**src/rtl/bet_pkg.sv**
```systemverilog
package bet_pkg;

  localparam int POS_W     = 24;
  localparam int LVL_W     = 16;
  localparam int END_W     = POS_W + 1;
  localparam int REQ_W     = 2;
  localparam int IDX_W     = 8;
  localparam int CNT_OUT_W = 9;
  localparam int SPAN_W    = LVL_W + 1;
  localparam int PROD_W    = POS_W + SPAN_W;
  localparam int DIV_STEPS = PROD_W;
  localparam int DCNT_W    = $clog2(DIV_STEPS);

  localparam logic [REQ_W-1:0] REQ_APPEND = 2'd0;
  localparam logic [REQ_W-1:0] REQ_EVAL   = 2'd1;
  localparam logic [REQ_W-1:0] REQ_READ   = 2'd2;

  typedef enum logic [3:0] {
    ST_IDLE,
    ST_DISPATCH,
    ST_APP_PL,
    ST_APP_END,
    ST_SCAN,
    ST_MUL,
    ST_DIV,
    ST_INTERP,
    ST_RD_IDX,
    ST_RD_NEXT,
    ST_RD_FIN,
    ST_DONE
  } ctl_state_t;

  typedef enum logic [3:0] {
    DP_NONE,
    DP_ACCEPT,
    DP_APP_PL,
    DP_APP_END,
    DP_SCAN,
    DP_MUL,
    DP_DIV,
    DP_INTERP,
    DP_RD_IDX,
    DP_RD_NEXT,
    DP_RD_FIN
  } dp_op_t;

  typedef struct packed {
    dp_op_t op;
    logic   load_out;
  } ctl_cmd_t;

  typedef struct packed {
    logic [REQ_W-1:0] req_type;
    logic             full;
    logic             rd_ok;
    logic             scan_done;
    logic             scan_div;
    logic             div_last;
    logic             out_busy;
  } dp_sts_t;

endpackage

```
**src/rtl/bet_ctrl.sv**
```systemverilog
module bet_ctrl (
  input  logic              clk,
  input  logic              rst_n,
  input  logic              in_valid,
  output logic              in_ready,
  input  bet_pkg::dp_sts_t  sts,
  output bet_pkg::ctl_cmd_t cmd
);

  bet_pkg::ctl_state_t state_r, state_nxt;

  always_ff @(posedge clk) begin
    if (!rst_n) begin
      state_r <= bet_pkg::ST_IDLE;
    end else begin
      state_r <= state_nxt;
    end
  end

  assign in_ready = (state_r == bet_pkg::ST_IDLE);

  always_comb begin
    state_nxt    = state_r;
    cmd.op       = bet_pkg::DP_NONE;
    cmd.load_out = 1'b0;
    unique case (state_r)
      bet_pkg::ST_IDLE: begin
        if (in_valid) begin
          cmd.op    = bet_pkg::DP_ACCEPT;
          state_nxt = bet_pkg::ST_DISPATCH;
        end
      end
      bet_pkg::ST_DISPATCH: begin
        priority if (sts.req_type == bet_pkg::REQ_APPEND) begin
          state_nxt = sts.full ? bet_pkg::ST_DONE : bet_pkg::ST_APP_PL;
        end else if (sts.req_type == bet_pkg::REQ_EVAL) begin
          state_nxt = bet_pkg::ST_SCAN;
        end else if (sts.req_type == bet_pkg::REQ_READ) begin
          state_nxt = sts.rd_ok ? bet_pkg::ST_RD_IDX : bet_pkg::ST_DONE;
        end else begin
          state_nxt = bet_pkg::ST_DONE;
        end
      end
      bet_pkg::ST_APP_PL: begin
        cmd.op    = bet_pkg::DP_APP_PL;
        state_nxt = bet_pkg::ST_APP_END;
      end
      bet_pkg::ST_APP_END: begin
        cmd.op    = bet_pkg::DP_APP_END;
        state_nxt = bet_pkg::ST_DONE;
      end
      bet_pkg::ST_SCAN: begin
        cmd.op = bet_pkg::DP_SCAN;
        if (sts.scan_done) begin
          state_nxt = sts.scan_div ? bet_pkg::ST_MUL : bet_pkg::ST_DONE;
        end
      end
      bet_pkg::ST_MUL: begin
        cmd.op    = bet_pkg::DP_MUL;
        state_nxt = bet_pkg::ST_DIV;
      end
      bet_pkg::ST_DIV: begin
        cmd.op = bet_pkg::DP_DIV;
        if (sts.div_last) begin
          state_nxt = bet_pkg::ST_INTERP;
        end
      end
      bet_pkg::ST_INTERP: begin
        cmd.op    = bet_pkg::DP_INTERP;
        state_nxt = bet_pkg::ST_DONE;
      end
      bet_pkg::ST_RD_IDX: begin
        cmd.op    = bet_pkg::DP_RD_IDX;
        state_nxt = bet_pkg::ST_RD_NEXT;
      end
      bet_pkg::ST_RD_NEXT: begin
        cmd.op    = bet_pkg::DP_RD_NEXT;
        state_nxt = bet_pkg::ST_RD_FIN;
      end
      bet_pkg::ST_RD_FIN: begin
        cmd.op    = bet_pkg::DP_RD_FIN;
        state_nxt = bet_pkg::ST_DONE;
      end
      bet_pkg::ST_DONE: begin
        if (!sts.out_busy) begin
          cmd.load_out = 1'b1;
          state_nxt    = bet_pkg::ST_IDLE;
        end
      end
      default: begin
        state_nxt = bet_pkg::ST_IDLE;
      end
    endcase
  end

endmodule

```
**config.mk**
```make
export PLATFORM = sky130hd
export DESIGN_NAME = bet_ctrl
export DESIGN_NICKNAME = d
export VERILOG_FILES = /design/src/rtl/bet_pkg.sv /design/src/rtl/bet_ctrl.sv
export SDC_FILE = /design/constraint.sdc
export NUM_CORES = 1
export LEC_CHECK = 0
export BUFFER_PORTS_ARGS = -buffer_cell sky130_fd_sc_hd__buf_2
export CAP_MARGIN = 20
export CORE_AREA = 2 2 39 41
export DETAILED_ROUTE_END_ITERATION = 8
export DIE_AREA = 0 0 41 43
export PLACE_DENSITY_LB_ADDON = 0.2
export SYNTH_ARGS = -nofsm -noshare
export SYNTH_HDL_FRONTEND = slang
export SYNTH_SLANG_ARGS = --single-unit
```
**constraint.sdc**
```tcl
create_clock -name clk -period 1.31 [get_ports clk]
set_clock_uncertainty 0.15 [all_clocks]
set_input_delay 0.262 -clock clk [delete_from_list [all_inputs] [get_ports clk]]
set_output_delay 0.262 -clock clk [all_outputs]
set_load 0.01 [all_outputs]
```
==> results_dict.tcl, run 1 <==
set metrics [dict create \
    design_area_um2 830 \
    reg2reg_from "state_r[2]" \
    worstPathRequired_ps 900 \
    fp.dieW_um 41 \
    drv_cap 0 \
    hold_start "rst_n" \
    syn_inst 62 \
    setup_viol 10 \
    gr-total-overflow 0 \
    r2r_end "state_r[1]" \
    wl_um 1470 \
    synthesis.nets 73 \
    largest_registers "state_r (4)" \
    drive_above_1_share 0.630 \
    io_pins 17 \
    postCtsHoldBufs 0 \
    vias_per_cell 5.28 \
    dpl_cell_area_um2 669 \
    synth_seq_cells 4 \
    drtIter0Drc 8 \
    avgSynthCellArea_um2 7.71 \
    core_um2 1380 \
    min_path_cells 2 \
    rsz0062_at_grt "yes" \
    cts_made_buffers 3 \
    dr.pass1.iters 4 \
    grt_usage 0.192 \
    multi_input_area_um2 393 \
    cts.sink_count 4 \
    die_area_um2 1760 \
    regMostFlops "state_r" \
    syn2layout_area_growth_pct 73.6 \
    path_clk_slew_ps 30 \
    port_buffers 16 \
    seq_area_frac_synth 0.168 \
    hold_viol 0 \
    slowest_stage "dfxtp_2" \
    min_delay_worst_endpoint "state_r[2]" \
    clock-root-buffer "clkbuf_4" \
    ys.flop_type "dfxtp_1" \
    p_per_area_nw_per_um2 2090 \
    start_kind "flop" \
    hold_class "in2reg" \
    final_core_utilization 0.599 \
    grt_pass1_wl_um 2350 \
    cp-end-kind "output pin" \
    cpLargestDelayFamily "buffers and inverters" \
    path_cells "buf_6 -> buf_4 -> xnor2_1 -> a22o_1 -> buf_2" \
    drv_slew 0 \
    antenna_found_initial 0 \
    yosysWarningCount 0 \
    run_status "finished with violations" \
    worst_r2r_path_depth 7 \
    final_cell_mix "buf_4, buf_2, buf_6" \
    crit_fanout 3 \
    initial_utilization 0.345 \
    p_int_mw 1.04 \
    diodes 0 \
    layout.area.seq_um2 90.1 \
    slew_headroom 0.830 \
    p_switching_mw 0.699 \
    combPwrFrac 0.765 \
    setup_ws_ps -320 \
    largest_reg_flops 4 \
    path_class "reg2out" \
    cp.arrival_ps 1220 \
    pre_cts_slack_ps -215 \
    path_buf_inv 3 \
    final_nets 113 \
    peakVddDrop_mv 1.24 \
    rrSetupSlack_ps -180 \
    max_stage_delay_ps 320 \
    drc 0 \
    grt_max_degree 11 \
    clockBufferDepth 2 \
    dp_hpwl_um 1020 \
    fin_crit_ps 1630 \
    clockPowerShare 0.090 \
    n_fill_cell 130 \
    max_freq_ghz 0.613 \
    gp_congestion 0.786 \
    postRouteAntennaNets 0 \
    violations "setup timing" \
    async_reset_ff_frac 0 \
    die_height_um 43 \
    post_drt_wl_per_cell_um 12.7 \
    synth-edff-count 0 \
    post-route-period-util 1.24 \
    switching_share 0.403 \
    grt_pass1_vias 581 \
    seqPwrFrac 0.145 \
    ys_types 34 \
    netlist_area_um2 478 \
    htreeDepth 1 \
    vias 613 \
    rows 14 \
    tritoncts "done" \
    layout_commonest_cell "buf_4" \
    power_leakage_nw 0.386 \
    tightestPinTransition_ps 252 \
    clk-insertion-delay-late_ps 240 \
]
metal layers:
layer	GRT usage	routed length (um)	vias up
met5	0	0	-
met4	0.0333	15	0
met3	0.0681	76	2
met2	0.313	744	18
met1	0.236	632	293
li1	-	-	300
area by class of cell:
| class | count | share of cell area |
|---|---|---|
| sequential | 4 | 0.109 |
| clock buffer | 3 | 0.0271 |
| multi-input combinational | 51 | 0.474 |
| inverter | 2 | 0.00905 |
| timing repair buffer | 40 | 0.357 |
| tap | 16 | 0.0241 |
timing repair:
action                                 4_1_cts  5_1_grt
gates resized for setup                     21        1
setup buffers                                7        1
endpoints found under the hold margin        0        0
pin swaps                                    9        2
setup endpoints to repair                   10       10
cells in the mapped netlist (2+ instances only):
cell / n / area, um^2
o21ai_1: 2 / 10.0
o21ai_0: 3 / 15.0
nand3_1: 2 / 10.0
nand2_1: 4 / 15.0
buf_2: 2 / 10.0
buf_6: 3 / 33.8
dfxtp_1: 4 / 80.1
inv_1: 2 / 7.51
a21oi_1: 5 / 25.0
and2_1: 3 / 18.8
nand2b_1: 4 / 25.0
nor2_1: 6 / 22.5
stage by stage:
stage | instances | power, mW | setup TNS (ps) | hold WS, ps
finish | 116 | 1.74 | -1820 | 157
global route | 116 | 1.87 | -2430 | 161
CTS | 115 | 1.69 | -1820 | 147
detailed placement | 105 | 1.29 | -1290 | 382
global placement | 105 | 1.29 | -1170 | 377
floorplan | 62 | 0.979 | -146 | 234
cells by family after synthesis:
group / count (synthesis) / synth area share
flip-flops: 4 / 0.168
XOR/XNOR: 1 / 0.0183
AND/OR/NAND/NOR: 29 / 0.372
AO/OA/AOI/OAI: 19 / 0.291
buffers and inverters: 7 / 0.107
multiplexers: 2 / 0.0445
worst max path at each step:
| stage | slack, ps | from | cells past startpoint | endpoint |
|---|---|---|---|---|
| after detailed placement | -220 | state_r[1] | 4 | cmd[1] |
| after floorplan | -120 | state_r[0] | 3 | cmd[1] |
| after global placement | -200 | state_r[1] | 4 | state_r[2] |
| final | -320 | state_r[3] | 5 | cmd[1] |
| after CTS | -330 | state_r[3] | 4 | cmd[1] |
| after global routing | -420 | state_r[3] | 4 | cmd[1] |
power groups by stage:
stage / Combinational [mW] / Clock [mW] / Sequential (mW)
after global routing: 1.45 / 0.168 / 0.256
after floorplan: 0.773 / 0 / 0.206
after detailed placement: 1.05 / 0 / 0.243
final: 1.33 / 0.156 / 0.252
after global placement: 1.04 / 0 / 0.243
after CTS: 1.29 / 0.158 / 0.248
Power figures use the tool's default switching activity.
==> run 2, diff against run 1 <==
- REMOVE_ABC_BUFFERS: unset -> 1
==> run 2 against run 1 <==
Against the previous run:
- the run still ends with setup timing left
- non-clock buffer count down 1
- sequential power increased by 29%
- hold slack better by 21 ps
- die area stayed put
- first-iteration DRC count is 13% higher
- critical path type unchanged
- via count decreased by 6.5%
- routed wire length shrank 1.7%
- largest power group unchanged
- clock-buffer cell count is the same
- global-route usage decreased by 1.2 points
- maximum frequency up 3.9%
- clock power fell by 5%
==> results_dict.tcl, run 2 (synthesized netlist as in run 1, its figures left out) <==
set metrics [dict create \
    hold_viol 0 \
    grt_usage 0.180 \
    p_per_area_nw_per_um2 2060 \
    cts_made_buffers 3 \
    n_fill_cell 121 \
    design_area_um2 851 \
    final_nets 112 \
    drive_above_1_share 0.667 \
    hold_start "rst_n" \
    fin_setup_tns_ps -1730 \
    clk-insertion-delay-late_ps 230 \
    fin_cells 115 \
    largest_reg_flops 4 \
    drtIter0Drc 9 \
    dp_hpwl_um 856 \
    dp.cells 99 \
    die_area_um2 1760 \
    post-route-period-util 1.20 \
    hold_ws_ps 177 \
    hold_class "in2reg" \
    post_drt_wl_per_cell_um 12.6 \
    p_int_mw 1.03 \
    power_leakage_nw 0.392 \
    max_freq_ghz 0.637 \
    final_core_utilization 0.615 \
    final_cell_mix "buf_2, buf_4, buf_6" \
    slew_headroom 0.839 \
    drc 0 \
    run_status "finished with violations" \
    postRouteAntennaNets 0 \
    largest_registers "state_r (4)" \
    violations "setup timing" \
    io_pins 17 \
    path_buf_inv 1 \
    cpLargestDelayFamily "flip-flops" \
    vias_per_cell 4.98 \
    dr.pass1.iters 4 \
    p_switching_mw 0.715 \
    peakVddDrop_mv 0.997 \
    min_path_cells 2 \
    regMostFlops "state_r" \
    path_class "reg2out" \
    path_cells "nor4_4 -> a22o_1 -> buf_2" \
    slowest_stage "dfxtp_4" \
    initial_utilization 0.345 \
    grt_max_degree 13 \
    worstPathRequired_ps 900 \
    switching_share 0.409 \
    diodes 0 \
    finalPower_mw 1.75 \
    rrSetupSlack_ps -200 \
    clock-root-buffer "clkbuf_4" \
    grt_pass1_vias 560 \
    drv_slew 0 \
    dpl_cell_area_um2 609 \
    syn2layout_area_growth_pct 78.0 \
    htreeDepth 1 \
    drv_cap 0 \
    port_buffers 16 \
    vias 573 \
    rsz0062_at_grt "yes" \
    pre_cts_slack_ps -297 \
    grt_pass1_wl_um 2260 \
    setup_viol 10 \
    cp.arrival_ps 1160 \
    max_stage_delay_ps 370 \
    tritoncts "done" \
    r2r_end "state_r[1]" \
    wl_um 1450 \
    reg2reg_from "state_r[3]" \
    cts.sink_count 4 \
    fp.dieW_um 41 \
    postCtsHoldBufs 0 \
    combPwrFrac 0.730 \
    clockPowerShare 0.084 \
    worst_r2r_path_depth 6 \
    clockBufferDepth 2 \
    rows 14 \
    crit_fanout 7 \
    fin_crit_ps 1570 \
    core_um2 1380 \
    gr-total-overflow 0 \
    antenna_found_initial 0 \
    die_height_um 43 \
    path_clk_slew_ps 40 \
    cp-end-kind "output pin" \
    tightestPinTransition_ps 239 \
    seqPwrFrac 0.185 \
    min_delay_worst_endpoint "state_r[2]" \
    gp_congestion 0.820 \
    start_kind "flop" \
    setup_ws_ps -259 \
]
-- run 2: cell types whose count changed in the layout (fill, tap and decap cells not counted), sizes merged --
cell and change:
buf -1
-- run 2: power by group through the flow --
stage	Combinational, mW	Clock (mW)	Sequential [mW]
final	1.28	0.148	0.324
after global routing	1.39	0.170	0.335
after CTS	1.07	0.158	0.343
after detailed placement	0.836	0	0.311
after global placement	0.833	0	0.321
after floorplan	0.506	0	0.303
-- run 2: routing by layer --
| layer | wire (um) | global-route usage | share of wire | vias to the layer above |
|---|---|---|---|---|
| met3 | 49 | 0.0314 | 0.034 | 0 |
| met4 | 0 | 0.0467 | 0 | 0 |
| li1 | - | - | - | 298 |
| met1 | 642 | 0.219 | 0.44 | 260 |
| met5 | 0 | 0 | 0 | - |
| met2 | 754 | 0.306 | 0.52 | 15 |
-- run 2: how the worst max path moves through the flow --
stage,startpoint,slack (ps),depth (start not counted),endpoint
6_report,state_r[0],-260,3,cmd[1]
5_1_grt,state_r[0],-350,3,cmd[1]
4_1_cts,state_r[0],-270,3,cmd[1]
3_5_place_dp,state_r[3],-300,5,state_r[1]
3_3_place_gp,state_r[3],-310,5,state_r[1]
2_1_floorplan,state_r[0],-220,5,state_r[1]
-- run 2: cell type report --
cell class | instances | area, um^2 | area share
timing repair buffer | 39 | 289 | 0.340
multi-input combinational | 51 | 417 | 0.490
sequential | 4 | 95.1 | 0.112
inverter | 2 | 7.51 | 0.00882
tap | 16 | 20.0 | 0.0235
clock buffer | 3 | 22.5 | 0.0265
-- run 2: what timing repair did --
| action | CTS | global route |
|---|---|---|
| gates resized for setup | 26 | 10 |
| setup buffers | 10 | 4 |
| gates cloned | 0 | 0 |
| pin swaps | 12 | 7 |
| endpoints found under the hold margin | 0 | 0 |
| endpoints found under the setup margin | 10 | 10 |
